**src/sv/serial_mouse_odometer_defines.svh**
```systemverilog
// Assertion macros for the serial mouse odometer.
// Included by files that carry concurrent checks; relies on clk and rst in scope.
`ifndef SERIAL_MOUSE_ODOMETER_DEFINES_SVH
`define SERIAL_MOUSE_ODOMETER_DEFINES_SVH

`ifndef ASSERT_OFF
// Check that is suspended while reset is high
`define SMO_ASSERT(label, prop, msg) \
  label: assert property (@(posedge clk) disable iff (rst) prop) else $error(msg);
// Check that also runs through reset
`define SMO_ASSERT_RST(label, prop, msg) \
  label: assert property (@(posedge clk) prop) else $error(msg);
`else
`define SMO_ASSERT(label, prop, msg)
`define SMO_ASSERT_RST(label, prop, msg)
`endif

`endif

```
**src/sv/smo_pkg.sv**
```systemverilog
// Shared types, constants and helpers for the serial mouse odometer.
// No dependencies; imported by every module and interface of the block.
package smo_pkg;

  localparam int unsigned ByteW  = 7;
  localparam int unsigned SumW   = 16;
  localparam int unsigned TickW  = 16;
  localparam int unsigned DeltaW = 8;
  localparam int unsigned CfgIdxW = 2;

  localparam int unsigned SyncBit = 6;

  localparam logic signed [SumW-1:0] AccMax = 16'sd32767;
  localparam logic signed [SumW-1:0] AccMin = -16'sd32767;
  localparam logic [TickW-1:0]       TickMax = 16'hFFFF;
  localparam logic [TickW-1:0]       WindowReset = 16'd100;

  // Configuration register indexes
  typedef enum logic [CfgIdxW-1:0] {
    REG_WINDOW_TICKS      = 2'd0,
    REG_SWAP_AXES         = 2'd1,
    REG_NEGATE_HORIZONTAL = 2'd2,
    REG_NEGATE_VERTICAL   = 2'd3
  } cfg_reg_e;

  // Packet framing position
  typedef enum logic [1:0] {
    POS_SYNC   = 2'd0,
    POS_HEADER = 2'd1,
    POS_X      = 2'd2
  } pos_e;

  typedef struct packed {
    logic [TickW-1:0] window_ticks;
    logic             swap_axes;
    logic             negate_horizontal;
    logic             negate_vertical;
  } cfg_t;

  // One decoded packet from the framer
  typedef struct packed {
    logic                     done;
    logic signed [DeltaW-1:0] dx;
    logic signed [DeltaW-1:0] dy;
  } packet_t;

  // Report handed to the output register
  typedef struct packed {
    logic                   valid;
    logic signed [SumW-1:0] h;
    logic signed [SumW-1:0] v;
  } report_t;

  // Saturating add of a signed delta into an accumulator in [-32767, 32767]
  function automatic logic signed [SumW-1:0] sat_add(
    input logic signed [SumW-1:0]   acc,
    input logic signed [DeltaW-1:0] d
  );
    logic signed [SumW:0] s;
    s = {acc[SumW-1], acc} + {{(SumW+1-DeltaW){d[DeltaW-1]}}, d};
    if (s > $signed({AccMax[SumW-1], AccMax})) begin
      return AccMax;
    end else if (s < $signed({AccMin[SumW-1], AccMin})) begin
      return AccMin;
    end else begin
      return s[SumW-1:0];
    end
  endfunction

endpackage

```
**src/sv/smo_item_if.sv**
```systemverilog
// Input channel: received serial byte or millisecond tick.
// Depends on smo_pkg for field widths.
interface smo_item_if import smo_pkg::*; ();
  logic             valid;
  logic             ready;
  logic             action;
  logic [ByteW-1:0] rx_byte;

  modport source (output valid, action, rx_byte, input ready);
  modport sink   (input valid, action, rx_byte, output ready);
endinterface

```
**src/sv/smo_result_if.sv**
```systemverilog
// Output channel: reported horizontal and vertical sums.
// Depends on smo_pkg for field widths.
interface smo_result_if import smo_pkg::*; ();
  logic                   valid;
  logic                   ready;
  logic signed [SumW-1:0] horizontal_sum;
  logic signed [SumW-1:0] vertical_sum;

  modport source (output valid, horizontal_sum, vertical_sum, input ready);
  modport sink   (input valid, horizontal_sum, vertical_sum, output ready);
endinterface

```
**src/sv/smo_cfg_if.sv**
```systemverilog
// Configuration write channel: register index and write data.
// Depends on smo_pkg for widths.
interface smo_cfg_if import smo_pkg::*; ();
  logic               valid;
  logic               ready;
  logic [CfgIdxW-1:0] index;
  logic [TickW-1:0]   data;

  modport source (output valid, index, data, input ready);
  modport sink   (input valid, index, data, output ready);
endinterface

```
**src/sv/serial_mouse_odometer.sv**
```systemverilog
// Channel  | Dir | Words carried
// ---------+-----+------------------------------------------------
// item     | in  | action (byte or tick), rx_byte
// result   | out | horizontal_sum, vertical_sum
// cfg      | in  | index, data (always ready)
//
// One word accepted per cycle while the output register is empty or taken. A word
// sits in the input register, is decoded and accumulated there, and a report lands
// in the output register, which drives result for the word that completes the packet.
// The input register drains only when the output register is empty or taken.
// Synchronous active-high reset clears framing, sums, tick count and config.
`include "serial_mouse_odometer_defines.svh"

module serial_mouse_odometer import smo_pkg::*; (
  input logic          clk,
  input logic          rst,
  smo_item_if.sink     item,
  smo_result_if.source result,
  smo_cfg_if.sink      cfg
);

  logic             in_q_valid;
  logic             in_q_action;
  logic [ByteW-1:0] in_q_byte;
  logic             proc_en;
  logic             out_valid;
  logic signed [SumW-1:0] out_h, out_v;

  cfg_t    cfg_regs;
  packet_t pkt;
  report_t rpt;

  assign cfg.ready = 1'b1;

  smo_cfg_regs u_cfg (
    .clk      (clk),
    .rst      (rst),
    .wr_en    (cfg.valid),
    .wr_index (cfg.index),
    .wr_data  (cfg.data),
    .cfg      (cfg_regs)
  );

  // Input register
  assign proc_en    = in_q_valid && (!out_valid || result.ready);
  assign item.ready = !in_q_valid || proc_en;

  always_ff @(posedge clk) begin
    if (rst) begin
      in_q_valid <= 1'b0;
    end else if (item.ready) begin
      in_q_valid <= item.valid;
    end
  end

  always_ff @(posedge clk) begin
    if (item.ready && item.valid) begin
      in_q_action <= item.action;
      in_q_byte   <= item.rx_byte;
    end
  end

  smo_decoder u_dec (
    .clk     (clk),
    .rst     (rst),
    .byte_en (proc_en && !in_q_action),
    .rx_byte (in_q_byte),
    .pkt     (pkt)
  );

  smo_accum u_acc (
    .clk     (clk),
    .rst     (rst),
    .tick_en (proc_en && in_q_action),
    .pkt     (pkt),
    .cfg     (cfg_regs),
    .rpt     (rpt)
  );

  // Output register
  always_ff @(posedge clk) begin
    if (rst) begin
      out_valid <= 1'b0;
    end else if (rpt.valid) begin
      out_valid <= 1'b1;
    end else if (result.ready) begin
      out_valid <= 1'b0;
    end
  end

  always_ff @(posedge clk) begin
    if (rpt.valid) begin
      out_h <= rpt.h;
      out_v <= rpt.v;
    end
  end

  assign result.valid          = out_valid;
  assign result.horizontal_sum = out_h;
  assign result.vertical_sum   = out_v;

  // Checks
  `SMO_ASSERT_RST(a_rst_clears_out, rst |=> !result.valid, "result valid after reset")
  `SMO_ASSERT(a_report_from_byte, rpt.valid |-> (proc_en && !in_q_action),
              "report without a processed byte")
  `SMO_ASSERT(a_stall_holds_input, (in_q_valid && out_valid && !result.ready) |-> !item.ready,
              "input taken while output blocked")
  `SMO_ASSERT(a_sum_range,
              result.valid |-> (result.horizontal_sum != 16'sh8000 &&
                                result.vertical_sum != 16'sh8000),
              "reported sum out of range")

endmodule

```
**src/sv/smo_cfg_regs.sv**
```systemverilog
// Configuration register file: window length, axis swap and negation flags.
// Depends on smo_pkg.
module smo_cfg_regs import smo_pkg::*; (
  input  logic               clk,
  input  logic               rst,
  input  logic               wr_en,
  input  logic [CfgIdxW-1:0] wr_index,
  input  logic [TickW-1:0]   wr_data,
  output cfg_t               cfg
);

  // Register writes by index
  always_ff @(posedge clk) begin
    if (rst) begin
      cfg.window_ticks      <= WindowReset;
      cfg.swap_axes         <= 1'b0;
      cfg.negate_horizontal <= 1'b0;
      cfg.negate_vertical   <= 1'b0;
    end else if (wr_en) begin
      unique case (cfg_reg_e'(wr_index))
        REG_WINDOW_TICKS:      cfg.window_ticks      <= wr_data;
        REG_SWAP_AXES:         cfg.swap_axes         <= wr_data[0];
        REG_NEGATE_HORIZONTAL: cfg.negate_horizontal <= wr_data[0];
        REG_NEGATE_VERTICAL:   cfg.negate_vertical   <= wr_data[0];
        default: ;
      endcase
    end
  end

endmodule

```
**src/sv/smo_decoder.sv**
```systemverilog
// Packet framer: resyncs on bit 6, rebuilds signed X and Y deltas.
// Depends on smo_pkg.
module smo_decoder import smo_pkg::*; (
  input  logic             clk,
  input  logic             rst,
  input  logic             byte_en,
  input  logic [ByteW-1:0] rx_byte,
  output packet_t          pkt
);

  pos_e       pos, pos_next;
  logic [6:0] header_byte;
  logic [5:0] x_delta_low;

  logic sync;
  assign sync = rx_byte[SyncBit];

  // Framing position
  always_comb begin
    pos_next = pos;
    if (byte_en) begin
      if (sync) begin
        pos_next = POS_HEADER;
      end else begin
        unique case (pos)
          POS_HEADER: pos_next = POS_X;
          default:    pos_next = POS_SYNC;
        endcase
      end
    end
  end

  always_ff @(posedge clk) begin
    if (rst) begin
      pos <= POS_SYNC;
    end else begin
      pos <= pos_next;
    end
  end

  // Header and X low bits (guarded by position, no reset needed)
  always_ff @(posedge clk) begin
    if (byte_en && sync) begin
      header_byte <= rx_byte;
    end
    if (byte_en && !sync && pos == POS_HEADER) begin
      x_delta_low <= rx_byte[5:0];
    end
  end

  // Third byte completes the packet
  assign pkt.done = byte_en && !sync && pos == POS_X;
  assign pkt.dx   = {header_byte[1:0], x_delta_low};
  assign pkt.dy   = {header_byte[3:2], rx_byte[5:0]};

endmodule

```
**src/sv/smo_accum.sv**
```systemverilog
// Saturating accumulators, tick counter and report decision.
// Depends on smo_pkg.
module smo_accum import smo_pkg::*; (
  input  logic    clk,
  input  logic    rst,
  input  logic    tick_en,
  input  packet_t pkt,
  input  cfg_t    cfg,
  output report_t rpt
);

  logic signed [SumW-1:0] horizontal_acc, vertical_acc;
  logic signed [SumW-1:0] h_new, v_new, h_sel, v_sel;
  logic [TickW-1:0]       elapsed_ticks;

  assign h_new = sat_add(horizontal_acc, pkt.dx);
  assign v_new = sat_add(vertical_acc, pkt.dy);

  // Report when a packet completes with the window reached
  assign rpt.valid = pkt.done && (elapsed_ticks >= cfg.window_ticks);

  assign h_sel = cfg.swap_axes ? v_new : h_new;
  assign v_sel = cfg.swap_axes ? h_new : v_new;
  assign rpt.h = cfg.negate_horizontal ? -h_sel : h_sel;
  assign rpt.v = cfg.negate_vertical   ? -v_sel : v_sel;

  // Accumulators and elapsed count
  always_ff @(posedge clk) begin
    if (rst) begin
      horizontal_acc <= '0;
      vertical_acc   <= '0;
      elapsed_ticks  <= '0;
    end else if (rpt.valid) begin
      horizontal_acc <= '0;
      vertical_acc   <= '0;
      elapsed_ticks  <= '0;
    end else if (pkt.done) begin
      horizontal_acc <= h_new;
      vertical_acc   <= v_new;
    end else if (tick_en && elapsed_ticks != TickMax) begin
      elapsed_ticks <= elapsed_ticks + 1'b1;
    end
  end

endmodule
```
**src/flat_wrapper.sv**
```systemverilog
// flat-port wrapper written by rule: the top's interface ports become plain ports
module serial_mouse_odometer_flat import smo_pkg::*;
  (clk, rst, item_valid, item_action, item_rx_byte, item_ready, result_valid, result_horizontal_sum, result_vertical_sum, result_ready, cfg_valid, cfg_index, cfg_data, cfg_ready);
  smo_item_if item_i ();
  smo_result_if result_i ();
  smo_cfg_if cfg_i ();
  input logic clk;
  input logic rst;
  input wire logic [$bits(item_i.valid)-1:0] item_valid;
  input wire logic [$bits(item_i.action)-1:0] item_action;
  input wire logic [$bits(item_i.rx_byte)-1:0] item_rx_byte;
  output wire logic [$bits(item_i.ready)-1:0] item_ready;
  output wire logic [$bits(result_i.valid)-1:0] result_valid;
  output wire logic [$bits(result_i.horizontal_sum)-1:0] result_horizontal_sum;
  output wire logic [$bits(result_i.vertical_sum)-1:0] result_vertical_sum;
  input wire logic [$bits(result_i.ready)-1:0] result_ready;
  input wire logic [$bits(cfg_i.valid)-1:0] cfg_valid;
  input wire logic [$bits(cfg_i.index)-1:0] cfg_index;
  input wire logic [$bits(cfg_i.data)-1:0] cfg_data;
  output wire logic [$bits(cfg_i.ready)-1:0] cfg_ready;
  assign item_i.valid = item_valid;
  assign item_i.action = item_action;
  assign item_i.rx_byte = item_rx_byte;
  assign item_ready = item_i.ready;
  assign result_valid = result_i.valid;
  assign result_horizontal_sum = result_i.horizontal_sum;
  assign result_vertical_sum = result_i.vertical_sum;
  assign result_i.ready = result_ready;
  assign cfg_i.valid = cfg_valid;
  assign cfg_i.index = cfg_index;
  assign cfg_i.data = cfg_data;
  assign cfg_ready = cfg_i.ready;
  serial_mouse_odometer u_core (.clk(clk), .rst(rst), .item(item_i), .result(result_i), .cfg(cfg_i));
endmodule
```
**config.mk**
```make
export PLATFORM = sky130hd
export DESIGN_NAME = serial_mouse_odometer_flat
export DESIGN_NICKNAME = d
export VERILOG_FILES = /design/src/sv/smo_pkg.sv /design/src/sv/smo_item_if.sv /design/src/sv/smo_result_if.sv /design/src/sv/smo_cfg_if.sv /design/src/sv/serial_mouse_odometer.sv /design/src/sv/smo_cfg_regs.sv /design/src/sv/smo_decoder.sv /design/src/sv/smo_accum.sv /design/src/flat_wrapper.sv
export VERILOG_INCLUDE_DIRS = /design/src /design/src/sv
export SDC_FILE = /design/constraint.sdc
export NUM_CORES = 1
export LEC_CHECK = 0
export BUFFER_PORTS_ARGS = -buffer_cell sky130_fd_sc_hd__buf_2
export CAP_MARGIN = 30
export CORE_MARGIN = 1.5
export CORE_UTILIZATION = 55
export DETAILED_ROUTE_END_ITERATION = 12
export GPL_ROUTABILITY_DRIVEN = 0
export PLACE_DENSITY_LB_ADDON = 0.08
export SLEW_MARGIN = 5
export SYNTH_ARGS = -nofsm -noshare
export SYNTH_HDL_FRONTEND = slang
export SYNTH_HIERARCHICAL = 1
export SYNTH_SLANG_ARGS = --single-unit
```
**constraint.sdc**
```tcl
create_clock -name clk -period 8.51 [get_ports clk]
set_clock_uncertainty 0.2 [all_clocks]
set_input_delay 0.851 -clock clk [delete_from_list [all_inputs] [get_ports clk]]
set_output_delay 0.851 -clock clk [all_outputs]
set_load 0.05 [all_outputs]
```
Word level (Yosys, flattened, before mapping)
Cells that the tools add are included.
{"block": "word_totals", "output_inout_bits": 35, "wordCells": 69, "inputBits": 31, "reg_bits": 121}
{"block": "op_classes", "reduce_logical": 24, "bitwise_logic": 1, "add_sub_neg": 5, "n_eq_ne": 6, "muxes": 12, "order_cmp": 5}
{"cell": "two-way mux 16 bit", "count": 8}
{"cell": "adder 16 x 8 -> 17 bit", "count": 2}
{"cell": "greater-than comparator 17 x 16 -> 1 bit, second input constant", "count": 2}
{"cell": "< comparator 17 x 16 -> 1 bit, second input constant", "count": 2}
{"cell": "negator 16 bit", "count": 2}
{"cell": "adder 16 x 1 -> 16 bit, second input constant", "count": 1}
{"cell": "greater-or-equal comparator 16 bit", "count": 1}
{"cell": "inequality test 16 bit, second input constant", "count": 1}
{"cell": "logical AND 1 bit", "count": 10}
{"cell": "AND reduction 2 bit", "count": 5}
{"cell": "equality test 2 bit, second input constant", "count": 3}
{"cell": "equality test 2 x 1 -> 1 bit, second input constant", "count": 2}
{"cell": "logical NOT 1 bit", "count": 4}
{"cell": "two-way mux 2 bit", "count": 2}
{"cell": "logical NOT 2 bit", "count": 1}
{"cell": "logical OR 1 bit", "count": 2}
{"cell": "two-way mux 1 bit", "count": 2}
{"cell": "nonzero test 2 bit", "count": 1}
{"cell": "OR reduction 2 bit", "count": 1}
{"cell": "inverter 1 bit", "count": 1}

Logic depth before layout (Yosys ltp)
{"block": "depth", "word_depth": 8, "ltp_mapped": 17, "mapped_depth_nobuf": 17}

Modules after synthesis
Netlist, hierarchy kept.
{"mod": "smo_accum", "n_inst": 1, "area_per_inst_um2": 5988.2, "seq_area_each_um2": 960.9, "cells_each": 801}
{"mod": "serial_mouse_odometer", "n_inst": 1, "area_per_inst_um2": 1321.3, "seq_area_each_um2": 1241.2, "cells_each": 54}
{"mod": "smo_cfg_regs", "n_inst": 1, "area_per_inst_um2": 849.6, "seq_area_each_um2": 380.4, "cells_each": 82}
{"mod": "smo_decoder", "n_inst": 1, "area_per_inst_um2": 450.4, "seq_area_each_um2": 340.3, "cells_each": 25}

Worst setup path before layout
Ideal clock, no wire load.
{"block": "synth_path", "kind": "reg-to-reg", "from": "register u_core.u_acc.horizontal_acc[0]", "to": "register u_core.out_h[8], in the netlist u_core/result.horizontal_sum[8] (data pin)", "setup_slack_ns": 4.297, "stages_incl_launch_ff": 18, "required_time_ns": 8.043, "t_arrival_ns": 3.746, "n_path_buf": 0, "synth_period_minus_slack_ns": 4.213, "setup_ns": 0.267, "path_cell_list": "dfxtp_1 > ha_1 > inv_1 > fa_1 > nand2b_1 > a211oi_2 > o21ai_1 > o21a_1 > a211o_1 > or4_1 > a21oi_2 > or3_1 > nor2_1 > o21bai_1 > ha_1 > nand3_1 > o21ai_0 > xnor2_1"}
{"element": "from (decl)", "line": "smo_accum.sv:12", "rtl": "logic signed [SumW-1:0] horizontal_acc, vertical_acc;"}
{"element": "from (signal assigned)", "line": "smo_accum.sv:38", "rtl": "horizontal_acc <= h_new;"}
{"element": "to (signal assigned)", "line": "serial_mouse_odometer.sv:93", "rtl": "out_h <= rpt.h;"}
{"element": "to (decl)", "line": "serial_mouse_odometer.sv:27", "rtl": "logic signed [SumW-1:0] out_h, out_v;"}

==> results.sh <==
export IMPL_fin_crit_ns=5.06
export IMPL_status="completed"
export IMPL_tightestPinTransition_ns=0.856
export IMPL_initial_core_util_pct=56.4
export IMPL_drt_iter0_drc=524
export IMPL_syn2layout_area_growth_pct=11.0
export IMPL_slew_viol_final=0
export IMPL_vias=7206
export IMPL_vias_per_cell=5.86
export IMPL_clock_path_buffers=2
export IMPL_path_max_fanout=13
export IMPL_cts_root_buf="clkbuf_16"
export IMPL_finalSetupViolCount=0
export IMPL_synthesis_area_sq_um=8610
export IMPL_antenna_found_initial=1
export IMPL_grt_overflow=0
export IMPL_hold_class="reg2reg"
export IMPL_wire_per_inst_um=17.4
export IMPL_post_cts_buffers=0
export IMPL_detail_route_antenna_nets=0
export IMPL_grt_total_usage_pct=26.7
export IMPL_drive_gt1_share_pct=16.2
export IMPL_synthDistinctLibCells=96
export IMPL_fin_ws_ns=3.45
export IMPL_dpl_worst_slack_ns=3.60
export IMPL_critical_path_class="reg2reg"
export IMPL_syn_inst=962
export IMPL_synth_edf_count=50
export IMPL_crit_path_end_kind="register"
export IMPL_p_leak_nw=3.70
export IMPL_die_area_sq_um=16400
export IMPL_clkLatencyLatePin_ns=0.41
export IMPL_synth_seq_cells=121
export IMPL_io_pins=66
export IMPL_syn_nets=1046
export IMPL_rsz0062_at_grt="no"
export IMPL_max_slew_margin_pct=42.6
export IMPL_fill_cells=1355
export IMPL_tns_ns=0
export IMPL_diodes=0
export IMPL_ys_warn_count=6
export IMPL_row_count=45
export IMPL_syn_area_per_cell_sq_um=8.95
export IMPL_cts_tree="yes"
export IMPL_ir_worst_vdd_mv=0.139
export IMPL_wirelength_um=21400
export IMPL_path_cells="ha_1 -> a211oi_1 -> or2_0 -> a221oi_2 -> o2111ai_2 -> o21ai_1 -> nand2_1 -> nor4_1 -> or2_2 -> ha_1 -> inv_1 -> or3b_1 -> o21ai_1 -> xor2_1"
export IMPL_cts_resized=0
export IMPL_firstDrtPassIters=5
export IMPL_finalInstanceArea_sq_um=9560
export IMPL_cts_hold_buf=0
export IMPL_hold_viol=0
export IMPL_drc=0
export IMPL_grt_pass1_vias=6682
export IMPL_arrival_ns=5.02
export IMPL_ys_flop_type="dfxtp_1"
export IMPL_io_buffers=64
export IMPL_numClockSinks=121
export IMPL_core_area_sq_um=15300
export IMPL_cts_made_buffers=17
export IMPL_hpwlAfterDp_um=15900
export IMPL_die_y_um=128
export IMPL_required_ns=8.47
export IMPL_cts_htree_levels=4
export IMPL_cap_viol_max_count=0
export IMPL_clk_pin_slew_ns=0.06
export IMPL_fin_crit_sh_pct=59.5
export IMPL_slowest_delay_ns=0.58
export IMPL_die_w_um=128
export IMPL_dpl_cell_area_sq_um=8990
export IMPL_grt_pass1_wl_um=34000
export IMPL_critPathLaunchType="register"
export IMPL_critPathSlowestCell="ha_1"
export IMPL_grt_max_degree=49
export IMPL_final_nets=1089
export IMPL_ys_seq_area_share_pct=33.9
export IMPL_pwr_density_cell_nw_per_um2=146
export IMPL_async_flop_share_pct=0
export IMPL_max_freq_mhz=198
-- synth_stat cells, types with 7 or more instances --
master,instances,area (sq um)
a21oi_2,7,61.3
a21o_1,16,120
o21a_1,8,60.1
nand2_1,57,214
dfxtp_1,71,1420
a211oi_1,13,97.6
nor3_1,18,90.1
nor2_1,127,477
nand4_1,17,106
buf_2,8,40.0
xnor2_1,32,280
inv_1,43,161
or2_2,10,62.6
nand2b_1,47,294
mux2i_1,39,390
o21ai_0,38,190
o211ai_1,8,60.1
buf_4,8,60.1
o21ai_1,12,60.1
clkbuf_1,25,93.8
a21oi_1,51,255
edfxtp_1,50,1500
maj3_1,9,90.1
ha_1,51,638
o31ai_1,12,90.1
xor2_1,26,228
nand3_1,13,65.1
-- critical path: cells and delay by family (launching register included) --
kind	cells	cell delay, ns
compound gates	5	1.52
xor+xnor	1	0.09
fa+ha+maj	2	0.74
buf+inv	1	0.07
flops	1	0.54
simple gates	5	1.65
-- cells by family after synthesis --
group / count (synthesis) / synth area share (%)
simple gates: 339 / 20.0
compound gates: 243 / 20.7
flops: 121 / 33.9
buf+inv: 91 / 4.88
fa+ha+maj: 63 / 9.05
xor+xnor: 58 / 5.90
mux: 46 / 5.48
other cells: 1 / 0.0436
-- power by group --
| part | internal (mW) | switching (mW) |
|---|---|---|
| clock network | 0.410 | 0.275 |
| logic | 0.0369 | 0.0519 |
| registers | 0.613 | 0.00693 |
-- cell usage in the layout (no fill, tap or decap), drive strengths merged, types with 8 or more instances in the layout --
master,instances
xnor2,32
clkbuf,20
clkinv,8
nand2,57
nor3,19
a21o,16
xor2,26
nor2,129
a21oi,59
o211ai,12
o31ai,12
maj3,10
edfxtp,50
o21a,8
inv,46
nand3,14
a211oi,17
ha,51
or2,12
mux2i,40
nand4,17
dfxtp,71
nand2b,47
o21ai,52
buf,71
-- per-layer routing --
| layer | vias to the layer above | global-route usage, % | wire length [um] |
|---|---|---|---|
| li1 | 3578 | - | - |
| met1 | 3359 | 33.8 | 9430 |
| met2 | 214 | 44.1 | 10000 |
| met3 | 53 | 6.26 | 1220 |
| met4 | 2 | 10.7 | 722 |
| met5 | - | 0 | 13 |
-- path summary, 6_finish.rpt --
path                                                  start                             end  slack (ns)  cells after the start
worst max-delay path            u_core/u_dec/header_byte[3]  u_core/result.vertical_sum[12]        3.45                     14
worst min-delay path                   u_core/u_cfg/cfg[17]            u_core/u_cfg/cfg[17]        0.27                      2
worst max register to register  u_core/u_dec/header_byte[3]  u_core/result.vertical_sum[12]        3.45                     14
worst min register to register         u_core/u_cfg/cfg[17]            u_core/u_cfg/cfg[17]        0.27                      2
-- stage by stage --
step	hold WS [ns]	power, mW	utilization (%)	instances
4_1_cts	0.277	1.41	62.6	1229
5_1_grt	0.288	1.44	62.6	1229
3_3_place_gp	0.246	0.719	58.9	1197
2_1_floorplan	0.228	0.697	-	962
6_report	0.272	1.39	62.6	1229
3_5_place_dp	0.264	0.720	58.9	1197
-- sequential cells by signal, summed over array words and instances (netlist names) --
name / cells
u_core/result.vertical_sum: 16
u_core/u_dec/x_delta_low: 6
u_core/u_acc/vertical_acc: 16
u_core/u_dec/pos: 2
u_core/result.valid: 1
u_core/in_q_action: 1
u_core/in_q_valid: 1
u_core/u_dec/header_byte: 4
u_core/result.horizontal_sum: 16
u_core/u_acc/horizontal_acc: 16
u_core/in_q_byte: 7
u_core/u_acc/elapsed_ticks: 16
u_core/u_cfg/cfg: 19
-- area by class of cell --
cell class | count | area (sq um) | share of cell area, %
timing repair buffer | 71 | 373 | 3.90
tap | 211 | 264 | 2.76
clock inverter | 12 | 87.6 | 0.916
inverter | 44 | 165 | 1.73
clock buffer | 20 | 480 | 5.03
sequential | 121 | 2920 | 30.6
multi-input combinational | 750 | 5270 | 55.1
Power figures use the tool's default switching activity.
